### src/hdl/ccfut_pkg.sv
// Shared types, constants and frame helpers for the command frame transmitter.
`timescale 1ns / 1ps
`default_nettype none

package ccfut_pkg;

  // Default number of data bits per serial character
  localparam int unsigned DataBitsDef = 8;

  // Configuration register indexes
  localparam logic RegBitPeriod = 1'b0;
  localparam logic RegGap       = 1'b1;

  // Configuration reset values
  localparam logic [15:0] BitPeriodRst = 16'd104;
  localparam logic [19:0] GapRst       = 20'd50000;

  // Fixed frame bytes
  localparam logic [7:0] FrameStart   = 8'h7E;
  localparam logic [7:0] FrameVersion = 8'hFF;
  localparam logic [7:0] FrameLength  = 8'h06;
  localparam logic [7:0] FrameNoFb    = 8'h00;
  localparam logic [7:0] FrameEnd     = 8'hEF;
  localparam logic [7:0] IdleByte     = 8'hFF;

  // Index of the last byte of a frame
  localparam logic [3:0] LastByte = 4'd9;

  // Byte positions within the frame
  localparam logic [3:0] PosStart   = 4'd0;
  localparam logic [3:0] PosVersion = 4'd1;
  localparam logic [3:0] PosLength  = 4'd2;
  localparam logic [3:0] PosCmd     = 4'd3;
  localparam logic [3:0] PosFb      = 4'd4;
  localparam logic [3:0] PosParHi   = 4'd5;
  localparam logic [3:0] PosParLo   = 4'd6;
  localparam logic [3:0] PosChkHi   = 4'd7;
  localparam logic [3:0] PosChkLo   = 4'd8;

  // Input request
  typedef struct packed {
    logic        cmd;
    logic [7:0]  command_code;
    logic [15:0] parameter_value;
  } ccfut_req_t;

  // Result item
  typedef struct packed {
    logic tx_line;
    logic busy_res;
    logic accepted;
    logic frame_done;
  } ccfut_res_t;

  // Configuration register contents
  typedef struct packed {
    logic [15:0] bit_period;
    logic [19:0] gap;
  } ccfut_cfg_t;

  // Checksum: negated 16-bit sum of the six middle frame bytes
  function automatic logic [15:0] frame_checksum(input logic [7:0]  code,
                                                 input logic [15:0] param);
    logic [15:0] sum;
    sum = 16'(FrameVersion) + 16'(FrameLength) + 16'(code) + 16'(FrameNoFb)
        + 16'(param[15:8]) + 16'(param[7:0]);
    return 16'(~sum + 16'd1);
  endfunction

  // Byte of the frame at a given position
  function automatic logic [7:0] frame_byte(input logic [3:0]  pos,
                                            input logic [7:0]  code,
                                            input logic [15:0] param,
                                            input logic [15:0] chk);
    logic [7:0] b;
    unique case (pos)
      PosStart:   b = FrameStart;
      PosVersion: b = FrameVersion;
      PosLength:  b = FrameLength;
      PosCmd:     b = code;
      PosFb:      b = FrameNoFb;
      PosParHi:   b = param[15:8];
      PosParLo:   b = param[7:0];
      PosChkHi:   b = chk[15:8];
      PosChkLo:   b = chk[7:0];
      default:    b = FrameEnd;
    endcase
    return b;
  endfunction

endpackage

`default_nettype wire

### src/hdl/ccfut_regs.sv
// APB configuration registers: bit period and inter-frame gap.
`timescale 1ns / 1ps
`default_nettype none

module ccfut_regs (
  input  wire logic                 clk_i,
  input  wire logic                 rst_ni,
  input  wire logic                 psel,
  input  wire logic                 penable,
  input  wire logic                 pwrite,
  input  wire logic [2:0]           paddr,
  input  wire logic [31:0]          pwdata,
  output logic [31:0]               prdata,
  output logic                      pready,
  output ccfut_pkg::ccfut_cfg_t     cfg_o
);
  import ccfut_pkg::*;

  logic [15:0] bit_period_q;
  logic [19:0] gap_q;
  logic        wr_en;

  assign pready = 1'b1;
  assign wr_en  = psel && penable && pwrite && pready;

  // Register write
  always_ff @(posedge clk_i or negedge rst_ni) begin
    if (!rst_ni) begin
      bit_period_q <= BitPeriodRst;
      gap_q        <= GapRst;
    end else if (wr_en) begin
      unique case (paddr[2])
        RegBitPeriod: bit_period_q <= pwdata[15:0];
        RegGap:       gap_q        <= pwdata[19:0];
        default:      ;
      endcase
    end
  end

  // Register read
  always_comb begin
    unique case (paddr[2])
      RegBitPeriod: prdata = 32'(bit_period_q);
      RegGap:       prdata = 32'(gap_q);
      default:      prdata = '0;
    endcase
  end

  assign cfg_o.bit_period = bit_period_q;
  assign cfg_o.gap        = gap_q;

endmodule

`default_nettype wire

### src/hdl/ccfut_core.sv
// Framer and N1 serialiser state (8N1 with the default DATA_BITS), stepped once per request.
`timescale 1ns / 1ps
`default_nettype none

module ccfut_core #(
  parameter int unsigned DATA_BITS = ccfut_pkg::DataBitsDef
) (
  input  wire logic                 clk_i,
  input  wire logic                 rst_ni,
  input  wire logic                 step_i,
  input  wire ccfut_pkg::ccfut_req_t req_i,
  input  wire ccfut_pkg::ccfut_cfg_t cfg_i,
  output ccfut_pkg::ccfut_res_t     res_o
);
  import ccfut_pkg::*;

  // Bit position runs over start, data bits and stop
  localparam int unsigned BitPosW = $clog2(DATA_BITS + 2);
  localparam logic [BitPosW-1:0] LastData = BitPosW'(DATA_BITS);

  typedef enum logic [1:0] {
    PhIdle = 2'd0,
    PhSend = 2'd1,
    PhGap  = 2'd2
  } ph_e;

  ph_e                phase_q, phase_d;
  logic [3:0]         byte_pos_q, byte_pos_d;
  logic [BitPosW-1:0] bit_pos_q, bit_pos_d;
  logic [15:0]        tick_q, tick_d;
  logic [19:0]        gap_cnt_q, gap_cnt_d;
  logic [7:0]         cmd_q, cmd_d;
  logic [15:0]        param_q, param_d;
  logic [15:0]        chk_q, chk_d;
  logic [7:0]         shift_q, shift_d;
  logic               accepted, done;
  logic [15:0]        period, tick_inc;
  logic [19:0]        gap_inc;

  assign period   = (cfg_i.bit_period == '0) ? 16'd1 : cfg_i.bit_period;
  assign tick_inc = tick_q + 16'd1;
  assign gap_inc  = gap_cnt_q + 20'd1;

  // Next state for one request
  always_comb begin
    phase_d    = phase_q;
    byte_pos_d = byte_pos_q;
    bit_pos_d  = bit_pos_q;
    tick_d     = tick_q;
    gap_cnt_d  = gap_cnt_q;
    cmd_d      = cmd_q;
    param_d    = param_q;
    chk_d      = chk_q;
    shift_d    = shift_q;
    accepted   = 1'b0;
    done       = 1'b0;
    if (req_i.cmd) begin
      // Send request, taken only when idle
      if (phase_q != PhSend && phase_q != PhGap) begin
        cmd_d      = req_i.command_code;
        param_d    = req_i.parameter_value;
        chk_d      = frame_checksum(req_i.command_code, req_i.parameter_value);
        phase_d    = PhSend;
        byte_pos_d = '0;
        bit_pos_d  = '0;
        tick_d     = '0;
        gap_cnt_d  = '0;
        shift_d    = FrameStart;
        accepted   = 1'b1;
      end
    end else begin
      unique case (phase_q)
        PhSend: begin
          if (tick_inc >= period) begin
            tick_d = '0;
            if (bit_pos_q >= BitPosW'(1) && bit_pos_q <= LastData) begin
              shift_d = shift_q >> 1;
            end
            if (bit_pos_q <= LastData) begin
              bit_pos_d = bit_pos_q + BitPosW'(1);
            end else if (byte_pos_q < LastByte) begin
              byte_pos_d = byte_pos_q + 4'd1;
              bit_pos_d  = '0;
              shift_d    = frame_byte(byte_pos_q + 4'd1, cmd_q, param_q, chk_q);
            end else begin
              // Last stop bit over: into the gap or straight to idle
              bit_pos_d  = '0;
              byte_pos_d = '0;
              shift_d    = IdleByte;
              gap_cnt_d  = '0;
              if (cfg_i.gap == '0) begin
                phase_d = PhIdle;
                done    = 1'b1;
              end else begin
                phase_d = PhGap;
              end
            end
          end else begin
            tick_d = tick_inc;
          end
        end
        PhGap: begin
          if (gap_inc >= cfg_i.gap) begin
            gap_cnt_d = '0;
            phase_d   = PhIdle;
            done      = 1'b1;
          end else begin
            gap_cnt_d = gap_inc;
          end
        end
        default: phase_d = PhIdle;
      endcase
    end
  end

  // Result reflects the state after the request
  always_comb begin
    res_o.busy_res   = (phase_d == PhSend) || (phase_d == PhGap);
    res_o.accepted   = accepted;
    res_o.frame_done = done;
    if (phase_d != PhSend) begin
      res_o.tx_line = 1'b1;
    end else if (bit_pos_d == '0) begin
      res_o.tx_line = 1'b0;
    end else if (bit_pos_d <= LastData) begin
      res_o.tx_line = shift_d[0];
    end else begin
      res_o.tx_line = 1'b1;
    end
  end

  // State registers
  always_ff @(posedge clk_i or negedge rst_ni) begin
    if (!rst_ni) begin
      phase_q    <= PhIdle;
      byte_pos_q <= '0;
      bit_pos_q  <= '0;
      tick_q     <= '0;
      gap_cnt_q  <= '0;
      cmd_q      <= '0;
      param_q    <= '0;
      chk_q      <= '0;
      shift_q    <= IdleByte;
    end else if (step_i) begin
      phase_q    <= phase_d;
      byte_pos_q <= byte_pos_d;
      bit_pos_q  <= bit_pos_d;
      tick_q     <= tick_d;
      gap_cnt_q  <= gap_cnt_d;
      cmd_q      <= cmd_d;
      param_q    <= param_d;
      chk_q      <= chk_d;
      shift_q    <= shift_d;
    end
  end

endmodule

`default_nettype wire

### src/hdl/checksummed_command_frame_uart_tx.sv
// Top level: request register, framer/serialiser core, result register.
// Path: a request is held in the request register, passes the core and is captured in the result register.
// Throughput: one request per cycle while the output is not stalled; the core steps once per request.
// Stalls: the request register refills in the cycle the result register drains.
// Reset: asynchronous, active low; core idle, valids cleared, config at defaults; data registers not reset.
`timescale 1ns / 1ps
`default_nettype none

module checksummed_command_frame_uart_tx #(
  parameter int unsigned DATA_BITS = ccfut_pkg::DataBitsDef
) (
  input  wire logic                 clk_i,
  input  wire logic                 rst_ni,
  input  wire logic                 in_valid_i,
  output logic                      in_stall_o,
  input  wire ccfut_pkg::ccfut_req_t in_req_i,
  output logic                      out_valid_o,
  input  wire logic                 out_stall_i,
  output ccfut_pkg::ccfut_res_t     out_res_o,
  input  wire logic                 psel,
  input  wire logic                 penable,
  input  wire logic                 pwrite,
  input  wire logic [2:0]           paddr,
  input  wire logic [31:0]          pwdata,
  output logic [31:0]               prdata,
  output logic                      pready
);
  import ccfut_pkg::*;

  logic       in_valid_q;
  ccfut_req_t in_req_q;
  logic       out_valid_q;
  ccfut_res_t out_res_q;
  ccfut_res_t res;
  ccfut_cfg_t cfg;
  logic       advance, in_take;

  ccfut_regs u_regs (
    .clk_i   (clk_i),
    .rst_ni  (rst_ni),
    .psel    (psel),
    .penable (penable),
    .pwrite  (pwrite),
    .paddr   (paddr),
    .pwdata  (pwdata),
    .prdata  (prdata),
    .pready  (pready),
    .cfg_o   (cfg)
  );

  ccfut_core #(
    .DATA_BITS (DATA_BITS)
  ) u_core (
    .clk_i  (clk_i),
    .rst_ni (rst_ni),
    .step_i (advance),
    .req_i  (in_req_q),
    .cfg_i  (cfg),
    .res_o  (res)
  );

  // Pipeline handshake
  assign advance    = in_valid_q && (!out_valid_q || !out_stall_i);
  assign in_stall_o = in_valid_q && !advance;
  assign in_take    = in_valid_i && !in_stall_o;

  // Request register
  always_ff @(posedge clk_i or negedge rst_ni) begin
    if (!rst_ni) begin
      in_valid_q <= 1'b0;
    end else if (in_take) begin
      in_valid_q <= 1'b1;
    end else if (advance) begin
      in_valid_q <= 1'b0;
    end
  end

  always_ff @(posedge clk_i) begin
    if (in_take) begin
      in_req_q <= in_req_i;
    end
  end

  // Result register
  always_ff @(posedge clk_i or negedge rst_ni) begin
    if (!rst_ni) begin
      out_valid_q <= 1'b0;
    end else if (advance) begin
      out_valid_q <= 1'b1;
    end else if (!out_stall_i) begin
      out_valid_q <= 1'b0;
    end
  end

  always_ff @(posedge clk_i) begin
    if (advance) begin
      out_res_q <= res;
    end
  end

  assign out_valid_o = out_valid_q;
  assign out_res_o   = out_res_q;

`ifndef SYNTH
  // A taken request always starts with the start bit
  a_accept_start: assert property (@(posedge clk_i) disable iff (!rst_ni)
    out_valid_o && out_res_o.accepted |-> out_res_o.busy_res && !out_res_o.tx_line)
    else $error("accepted request without start bit");

  // Frame completion leaves the block free
  a_done_idle: assert property (@(posedge clk_i) disable iff (!rst_ni)
    out_valid_o && out_res_o.frame_done |-> !out_res_o.busy_res && !out_res_o.accepted)
    else $error("frame done while still busy");

  // Line idles high whenever not busy
  a_idle_high: assert property (@(posedge clk_i) disable iff (!rst_ni)
    out_valid_o && !out_res_o.busy_res |-> out_res_o.tx_line)
    else $error("line low while idle");

  // Input only stalls behind a held request
  a_stall_src: assert property (@(posedge clk_i) disable iff (!rst_ni)
    in_stall_o |-> in_valid_q && out_valid_q && out_stall_i)
    else $error("input stalled without cause");
`endif

endmodule

`default_nettype wire
### config.mk
export PLATFORM = sky130hd
export DESIGN_NAME = checksummed_command_frame_uart_tx
export DESIGN_NICKNAME = d
export VERILOG_FILES = /design/src/hdl/ccfut_pkg.sv /design/src/hdl/ccfut_regs.sv /design/src/hdl/ccfut_core.sv /design/src/hdl/checksummed_command_frame_uart_tx.sv
export SDC_FILE = /design/constraint.sdc
export NUM_CORES = 1
export LEC_CHECK = 0
export BUFFER_PORTS_ARGS = -buffer_cell sky130_fd_sc_hd__buf_2
export CAP_MARGIN = 40
export CELL_PAD_IN_SITES_DETAIL_PLACEMENT = 0
export CELL_PAD_IN_SITES_GLOBAL_PLACEMENT = 2
export CORE_MARGIN = 2
export CORE_UTILIZATION = 38
export DETAILED_ROUTE_END_ITERATION = 6
export GPL_ROUTABILITY_DRIVEN = 0
export PLACE_DENSITY_LB_ADDON = 0.15
export SLEW_MARGIN = 40
export SYNTH_ARGS = -nofsm -noshare
export SYNTH_HDL_FRONTEND = slang
export SYNTH_SLANG_ARGS = --single-unit
### constraint.sdc
create_clock -name clk_i -period 4.7 [get_ports clk_i]
set_input_delay 0 -clock clk_i [delete_from_list [all_inputs] [get_ports clk_i]]
set_output_delay 0 -clock clk_i [all_outputs]
set_load 0.03 [all_outputs]
* Word level (Yosys, flattened, before mapping)
Index checks and enable logic that the tools add are counted.
** Word-level totals
- Register bits after elaboration :: 161
- Latch bits :: 0
- Memory bits (writable) :: 0
- ROM bits :: 0
- Bits of input ports :: 67
- Output and inout bits :: 39
- Word-level logic and storage cells :: 140
- Memories kept :: 0
** Cells by class
- Add/sub/neg operators :: 8
- Multiply operators :: 0
- Div/mod/pow operators :: 0
- Order comparisons :: 6
- Eq/ne operators :: 22
- Shifts and indexed selects :: 0
- Muxes and demuxes :: 53
- Bitwise gates (word level) :: 2
- Reductions and logical operators :: 28
** Operators with widths (count)
- 2-to-1 mux 20 bit :: 6
- 2-to-1 mux 16 bit :: 5
- case mux 8 bit (9 select lines) :: 1
- case mux 32 bit (2 select lines) :: 1
- 2-to-1 mux 8 bit :: 7
- 2-to-1 mux 4 bit :: 11
- case mux 20 bit (2 select lines) :: 1
- adder 16 x 1 -> 16 bit (second input constant) :: 2
- adder 16 x 8 -> 16 bit :: 2
- adder 20 x 1 -> 20 bit (second input constant) :: 1
- >= comparator 20 bit :: 1
- zero test 20 bit :: 1
- equality test 4 x 3 -> 1 bit (second input constant) :: 4
- >= comparator 16 bit :: 1
- zero test 16 bit :: 1
- NOT 16 bit :: 1
- 2-to-1 mux 2 bit :: 7
- 2-to-1 mux 1 bit :: 12
- adder 9 x 8 -> 10 bit (first input constant) :: 1
- AND reduction 5 bit :: 2
- inequality test 3 bit (second input constant) :: 3
- adder 4 x 1 -> 4 bit (second input constant) :: 2
- equality test 4 x 2 -> 1 bit (second input constant) :: 2
- <= comparator 4 bit (second input constant) :: 2
- 21 further kinds :: 42

* Depth between registers and ports, before layout
Gate-level depths: netlist of run 1.
- Depth in word-level cells :: 10
- Depth in mapped cells :: 21

* Cells and area by module
Synthesis of run 1 repeated with hierarchy kept, for this count alone.
** Unflattened totals
- Cells, all modules :: 996
- Area total of the unflattened synthesis :: 9774.4 µm²
** Modules (own cells, without submodules)
- ccfut_core :: times used 1, cells each 845, area each 7084.3 µm²
- ccfut_regs :: times used 1, cells each 114, area each 1726.7 µm²
- checksummed_command_frame_uart_tx :: times used 1, cells each 37, area each 963.4 µm²

* Worst setup path before layout of run 1
OpenSTA, ideal clock, no wires.
- Path kind :: register to register
- Start :: register u_core.tick_q[0]
- End :: register out_res_q, in the netlist out_res_o[3], data pin
- Library setup time :: 268 ps
- Data arrival time :: 4010 ps
- Path slack :: 422 ps
- Cell stages (with the launch flop) :: 21
- Period minus slack after synthesis :: 4278 ps
- Cells stage by stage :: dfrtp_1 -> nand3_1 -> nor3_1 -> and3_1 -> and3_1 -> clkbuf_1 -> nand3_1 -> xnor2_1 -> ha_1 -> nand2_1 -> nor2_1 -> a22o_1 -> o311a_1 -> mux2i_1 -> a311oi_1 -> ha_1 -> inv_1 -> a21oi_1 -> o221ai_1 -> a311oi_1 -> a32oi_1
** Between the ends
- Cells in the longest elaborated chain, start to end :: 8
- Elaborated cells between the ends (all ways) :: 16
- Those cells by class :: 1 x add/sub; 2 x order compare; 1 x eq/ne; 11 x mux; 1 x reduce/logical
** Ends and longest elaborated chain
- start, declared :: line ccfut_core.sv:30 : logic [15:0] tick_q, tick_d;
- start signal, assigned :: line ccfut_core.sv:148 : tick_q <= tick_d;
- adder 16 x 1 -> 16 bit * :: line ccfut_core.sv:41 : assign tick_inc = tick_q + 16'd1;
- >= comparator 16 bit * :: line ccfut_core.sv:74 : if (tick_inc >= period) begin
- 2-to-1 mux 4 bit :: line ccfut_core.sv:74
- 2-to-1 mux 4 bit :: line ccfut_core.sv:72 : unique case (phase_q)
- 2-to-1 mux 4 bit :: line ccfut_core.sv:57 : if (req_i.cmd) begin
- <= comparator 4 bit :: line ccfut_core.sv:125 : end else if (bit_pos_d <= LastData) begin
- 2-to-1 mux 1 bit :: line ccfut_core.sv:125
- 2-to-1 mux 1 bit :: line ccfut_core.sv:123 : end else if (bit_pos_d == '0) begin
- end signal, assigned :: line checksummed_command_frame_uart_tx.sv:97 : out_res_q <= res;
- end, declared :: line checksummed_command_frame_uart_tx.sv:33 : ccfut_res_t out_res_q;
Mark *: on every way between the ends. The rest lies on a longest branch, timed or not. The select of a mux whose other input is x is not followed.
A chain may end at the register's enable or synchronous reset.

* Final worst setup path of run 1
- Start :: register u_core.tick_q[1]
- End :: register out_res_q, in the netlist out_res_o[3], data pin
Same word-level chain as after synthesis.

==> results.md, run 1 <==
- Cell Area, Synth: 0.009960 mm²
- Final Hold Vio Count: 0
- Worst path required time: 4.87 ns
- Setup CP Type: reg -> reg
- Max Slew Vio Count: 0
- Commonest non-fill, non-tap cells in the layout: nand2_1 (139), dfrtp_1 (113), inv_1 (98), o21ai_0 (98), buf_2 (77)
- EDFF count, synth: 29
- Global-route wire length before repair: 42400 µm
- Yosys synthesis warning count: 0
- Number of vias per cell: 5.173
- Peak supply drop: 0.1880 mV
- CTS root buf: clkbuf_16
- WP data arrival: 4.56 ns
- Worst-Skew Late Latency: 0.44 ns
- HPWL after DPL: 19170 µm
- Layout cells sized above 1: 18.08%
- Clk sink count: 161
- Crit-path slowest cell: dfrtp_1
- Final setup fails: 0
- Initial Utilization: 38.44%
- Via count: 7941
- Critical Path Sink Type: flop
- Period minus WS final: 4.387 ns
- Pin count of the biggest net entering global routing: 82
- Diode count: 0
- Cell mode on critical path: ha_1
- Design Area, Final: 0.01186 mm²
- CP cell instances: ha_1 -> nand3_1 -> nor2_2 -> and3_1 -> and3_2 -> nand3_1 -> xnor2_2 -> ha_1 -> nand2_1 -> nor2_1 -> a22o_1 -> o311a_1 -> mux2i_1 -> a311oi_2 -> ha_1 -> inv_1 -> a21oi_1 -> o221ai_1 -> a311oi_1 -> a32oi_1
- Area leader, netlist: dfrtp_1
- WL final: 26100 µm
- GR Overflow Total: 0
- Total global routing track utilization: 19.19%
- Status: finished clean
- Die H: 165.9 µm
- CTS tree: done
- Slew margin rel.: 48.17%
- Post-synthesis sequential area ratio: 42.12%
- Core area: 0.02591 mm²
- Post-synth top area share: 28.89%
- Drt initial violations: 422
- Post-Syn Instances: 1058
- Hold slack: 0.1390 ns
- P&R area growth vs syn: 19.03%
- Cell variety after synth: 75
- Initial antenna violation count: 0
- CTS clk-pin slew, worst paths: 0.08 ns
- Top post-synthesis cells by area: dfrtp_1 (29%), edfxtp_1 (8.7%), ha_1 (7.5%)
- Die width: 165.9 µm
- Worst Max-Slew Pin Slew: 0.7723 ns
- Crit path max fanout: 4
- Total CTS buffers: 17
- Drt pass-1 iters: 5
- Seq cells post-synth: 161
- Port bufs: 78
- Commonest non-fill, non-tap cell in the layout: nand2_1
- Vias in the first global route: 7967
- Skew final: 0.02234 ns
- Final ANT Viol Nets: 0
- Nets: 1323
- # rows: 59
- Die ar.: 0.02752 mm²
- Max Cap Viol: 0
- Period utilization: 93.34%
- Largest stage delay on the critical path: 0.40 ns
- Io pins: 106
- # H-tree levels: 4
- DR WL/cell: 17.00 µm
- Worst Hold Class: in -> async
- Pleak: 5.461 nW
- DR DRC count: 0
- Ys flop type: dfrtp_1
- Cell Area, Placed: 0.01073 mm²
- Async S/R FF share, synth: 81.99%
- P per Cell Area: 421.5 mW/mm²
- Syn avg cell area: 9.414 µm²
- Clock buffer depth: 2
- Achievable Freq: 228.0 MHz
- CP startpoint kind: flop
[layout make-up]
cell class / count / area [µm²]
clock buffers: 18 / 429.2
well taps: 335 / 419.2
repair buffers: 151 / 1077
fillers: 2515 / 14060
multi-input cells: 757 / 5240
flip-flops and latches: 161 / 4198
clock inverters: 14 / 120.1
inverters: 99 / 371.6
[power breakdown]
group | internal (mW) | switching, mW
Clock | 0.695 | 0.636
Combinational | 0.645 | 0.986
Sequential | 1.77 | 0.268
Total | 3.11 | 1.89
[critical path, delay by kind of cell, from the launching register on]
family          cells  cell delay (ns)
buf+inv             1             0.06
simple gates        7             1.08
fa+ha+maj           3             0.68
xor+xnor            1             0.17
flops               1             0.40
mux                 1             0.15
compound gates      7             1.57
[cell families after synthesis]
| logic type | share of synthesized area (%) |
|---|---|
| mux | 5.465 |
| flops | 42.12 |
| buf+inv | 6.231 |
| compound gates | 17.15 |
| other cells | 0.07540 |
| xor+xnor | 4.271 |
| simple gates | 15.34 |
| fa+ha+maj | 9.347 |
[flip-flops by register name, summed over array words and instances, names as in the netlist]
name	cells
in_req_q	25
in_valid_q	1
out_res_o	4
out_valid_o	1
u_core.bit_pos_q	4
u_core.byte_pos_q	4
u_core.chk_q	16
u_core.cmd_q	8
u_core.gap_cnt_q	20
u_core.param_q	16
u_core.phase_q	2
u_core.shift_q	8
u_core.tick_q	16
u_regs.bit_period_q	16
u_regs.gap_q	20
[metrics by stage]
stage	setup slack (ns)	setup TNS, ns	power [mW]	utilization, %	std cells
2_1_floorplan	0.4218	0	3.121	-	1069
3_3_place_gp	0.2984	0	3.629	41.36	1448
3_5_place_dp	0.2178	0	3.642	41.41	1449
4_1_cts	0.1556	0	5.037	45.42	1530
5_1_grt	-0.04231	-0.04231	5.353	45.75	1535
6_report	0.3132	0	4.997	45.75	1535
[worst paths after layout]
check	to	startpoint	cells past startpoint	slack, ns
max	out_res_o[3]	u_core.tick_q[1]	20	0.31
min	u_core.tick_q[2]	rst_ni	2	0.14
max reg2reg	out_res_o[3]	u_core.tick_q[1]	20	0.31
min reg2reg	u_core.shift_q[7]	u_core.shift_q[7]	2	0.47
max in group asynchronous	u_core.phase_q[1]	rst_ni	3	3.34
min in group clk_i	u_regs.gap_q[0]	penable	4	0.25
[cell usage after synthesis (all sizes together), types with 23 or more instances]
cell / instances
nand2: 140
dfrtp: 115
o21ai: 102
inv: 98
ha: 60
mux2: 43
a21oi: 39
nor2: 35
clkbuf: 34
nand3: 33
edfxtp: 29
xnor2: 23
xor2: 23
[per-layer routing]
layer  GRT usage, %  share of wire (%)  up-vias
met5              0                  0        -
met4          3.781               0.75        0
met3          3.313                3.1       14
met2          32.73                 48      153
met1          25.80                 48     3793
li1               -                  -     3981
[repair_timing]
item                                   in CTS  in global routing
setup buffers                               0                  4
setup endpoints to repair                   0                  1
gates resized for setup                     0                 12
endpoints found under the hold margin     135                  0
hold buffers                               49                  0
(Power assumes the default switching activity.)
==> run 2, diff against run 1 <==
Settings changed: BUFFER_PORTS_ARGS -buffer_cell sky130_fd_sc_hd__buf_2 to unset, CORE_UTILIZATION 38 to 41, DONT_BUFFER_PORTS set to 1, SYNTH_HIERARCHICAL set to 1.
==> results.md, run 2 <==
- Post-layout util: 47.51% (+1.8 points)
- Commonest non-fill, non-tap cell in the layout: nand2_1
- Diode count: 0 (unchanged)
- Placed Instances: 1289 (-11%)
- Cell Area, Placed: 0.01005 mm² (-6.3%)
- RSZ-0062 raised after global routing: no
- CP startpoint kind: flop
- GR Overflow Total: 0 (unchanged)
- CTS tree: done
- Global-route wire length before repair: 38490 µm (-9.2%)
- FILL cells: 2258 (-10%)
- Commonest cells in the netlist: nand2_1 (130), dfrtp_1 (115), nor2_1 (72), ha_1 (68), inv_1 (67)
- Worst Hold Path EP: u_regs/bit_period_q[8]
- Seq cells post-synth: 161 (unchanged)
- Worst Hold Class: in -> reg
- Reg2reg setup slack: 0.47 ns (+0.16 ns)
- Initial Utilization: 41.64% (+3.2 points)
- Pleak: 5.037 nW (-7.8%)
- Initial antenna violation count: 0 (unchanged)
- Peak supply drop: 0.1844 mV (-1.9%)
- Ys flop type: dfrtp_1
- Die H: 158.4 µm (-4.5%)
- Skew final: 0.009564 ns (-0.01277 ns)
- # rows: 56 (-5.1%)
- Final non-filler cell total: 1371 (-11%)
- Comb pwr share: 31.7% (-0.9 points)
- Period utilization: 89.97% (-3.4 points)
- Syn avg cell area: 9.814 µm² (+4.2%)
- Die width: 158.4 µm (-4.5%)
- CTS root buf: clkbuf_16
- Pin count of the biggest net entering global routing: 133 (+62%)
- CTS clk-pin slew, worst paths: 0.07 ns (about the same)
- DR WL/cell: 17.35 µm (+2.1%)
- Core area: 0.02347 mm² (-9.4%)
- Nets: 1182 (-11%)
- Final setup fails: 0 (unchanged)
- Drt initial violations: 450 (+6.6%)
- WP data arrival: 4.60 ns (+0.04 ns)
- Top post-synthesis cells by area: dfrtp_1 (29%), edfxtp_1 (8.9%), ha_1 (8.7%)
- Pint: 3.183 mW (+2.5%)
- Net Sw Frac: 36.93% (-0.90 points)
- WL final: 23790 µm (-8.8%)
- Hold Crit Start: pwrite
- Achievable Freq: 236.5 MHz (+3.7%)
- Status: finished clean
- Area leader, netlist: dfrtp_1
- Worst path required time: 5.07 ns (+0.20 ns)
- Crit path max fanout: 23 (+19)
- Io pins: 106 (unchanged)
- Clock Power Share: 27.5% (+0.9 points)
- Critical Path Sink Type: flop
- Period minus WS final: 4.228 ns (-0.1584 ns)
- RR Startpoint: u_core/tick_q[0]
- Post-Syn Instances: 996 (-5.9%)
- Design Area, Final: 0.01115 mm² (-5.9%)
- Max FFs per register: 25 (unchanged)
- Biggest register: in_req_q
- Max Slew Vio Count: 0 (unchanged)
- Worst Max-Slew Pin Slew: 0.7474 ns (-0.02490 ns)
- Post-synth top area share: 29.44% (+0.55 points)
- RR Endpoint: u_core/gap_cnt_q[0]
- Drt pass-1 iters: 5 (unchanged)
- Register share of total power: 40.8% (about the same)
- Yosys synthesis warning count: 6 (+6)
- P&R area growth vs syn: 14.08%
- Clock buffer depth: 2 (unchanged)
- Top Registers: in_req_q x25, u_core/gap_cnt_q x20, u_regs/gap_q x20
- Vias in the first global route: 7256 (-8.9%)
- Async S/R FF share, synth: 81.99% (unchanged)
- Die ar.: 0.02509 mm² (-8.8%)
- Slew margin rel.: 50.07% (+1.9 points)
- P per Cell Area: 452.6 mW/mm² (+7.4%)
- Commonest non-fill, non-tap cells in the layout: nand2_1 (129), dfrtp_1 (115), nor2_1 (72)
- Total global routing track utilization: 19.88% (+0.69 points)
- DR DRC count: 0 (unchanged)
- Layout cells sized above 1: 12.64% (-5.4 points)
- # H-tree levels: 4 (unchanged)
- Max Cap Viol: 0 (unchanged)
- HPWL after DPL: 17190 µm (-10%)
- Number of vias per cell: 5.257 (+1.6%)
- Count leader, synth: nand2_1
- Clk sink count: 161 (unchanged)
- Switching power: 1.864 mW (-1.4%)
- Total CTS buffers: 17 (unchanged)
- Hold depth: 2
- Final Hold Vio Count: 0 (unchanged)
- Final ANT Viol Nets: 0 (unchanged)
- Cell Area, Synth: 0.009774 mm² (-1.9%)
- EDFF count, synth: 29 (unchanged)
- Port bufs: 0 (-100%)
- Sum of negative setup slack: 0 ns (unchanged)
- Cells on worst reg2reg path: 17 (-15%)
- Via count: 7207 (-9.2%)
- Cell variety after synth: 72 (-4.0%)
- Post-synthesis sequential area ratio: 42.92% (+0.80 points)
- Worst-Skew Late Latency: 0.43 ns (about the same)
- Hold slack: 0.07872 ns (-0.06030 ns)
- Setup CP Type: reg -> reg
[run 2: cell types whose count changed after synthesis, sizes merged, moves of 8 or more]
cell    delta
xor2       -8
a22oi      +8
mux2      +11
inv       -31
ha         +8
and3       -8
nor2      +37
clkbuf     -8
nand2     -10
o21ai     -45
[run 2: cell type report]
class / instances / area [µm²] / share of cell area, %
clock buffers: 18 / 429.2 / 3.849
inverters: 67 / 251.5 / 2.255
multi-input cells: 728 / 5107 / 45.80
clock inverters: 14 / 145.1 / 1.302
well taps: 319 / 399.1 / 3.579
flip-flops and latches: 161 / 4195 / 37.62
repair buffers: 64 / 623.1 / 5.588
[run 2: routing by layer]
layer | GRT usage [%] | wire length, µm
met5 | 0 | 0
met4 | 6.778 | 484
met3 | 3.348 | 758
met2 | 34.20 | 11570
met1 | 25.37 | 10980
[run 2: stage by stage]
stage | setup WS (ns) | power (mW)
after floorplan | 0.8230 | 3.227
after global placement | 0.3039 | 3.624
after detailed placement | 0.2473 | 3.634
after CTS | 0.2186 | 5.114
after global routing | 0.06732 | 5.419
final | 0.4716 | 5.047
[run 2: how the worst max path moves through the flow]
stage | to | depth (start not counted) | from | slack (ns)
final | u_core/gap_cnt_q[0] | 17 | u_core/tick_q[0] | 0.47
after CTS | u_core/gap_cnt_q[0] | 17 | u_core/tick_q[0] | 0.22
after global routing | u_core/gap_cnt_q[0] | 17 | u_core/tick_q[0] | 0.07
after detailed placement | u_core/gap_cnt_q[0] | 17 | u_core/tick_q[0] | 0.25
after global placement | u_core/gap_cnt_q[0] | 17 | u_core/tick_q[0] | 0.30
after floorplan | u_core/gap_cnt_q[19] | 18 | u_core/tick_q[0] | 0.82
[run 2: logic make-up after synthesis]
logic type	after synthesis	synth area share (%)
compound gates	224	15.89
xor+xnor	43	3.853
fa+ha+maj	77	10.45
buf+inv	118	5.299
flops	161	42.92
mux	54	6.605
other cells	2	0.07683
simple gates	317	14.91
[run 2: power groups by stage]
stage / Sequential (mW) / Clock, mW / Combinational, mW
final: 2.06 / 1.39 / 1.60
after global routing: 2.10 / 1.48 / 1.83
after CTS: 2.06 / 1.43 / 1.62
after detailed placement: 2.09 / 0 / 1.55
after global placement: 2.08 / 0 / 1.54
after floorplan: 1.96 / 0 / 1.27
[run 2: worst max-delay path: stages, from the launching register on]
cell	delay [ns]
dfrtp_1	0.42
ha_1	0.21
nand3_1	0.12
nor2_1	0.18
and3_1	0.28
and3_1	0.26
nand3_1	0.11
xnor2_1	0.16
ha_1	0.31
and4_1	0.22
nand3_1	0.10
o221ai_1	0.21
a31oi_1	0.13
or3_1	0.45
a211o_2	0.48
nor2_1	0.16
buf_4	0.20
mux2_2	0.16
[run 2: repair_timing]
item,CTS,global route
gates resized for setup,0,2
endpoints found under the setup margin,0,12
buffers inserted,0,0
hold endpoints to repair,200,0
hold buffers,50,0
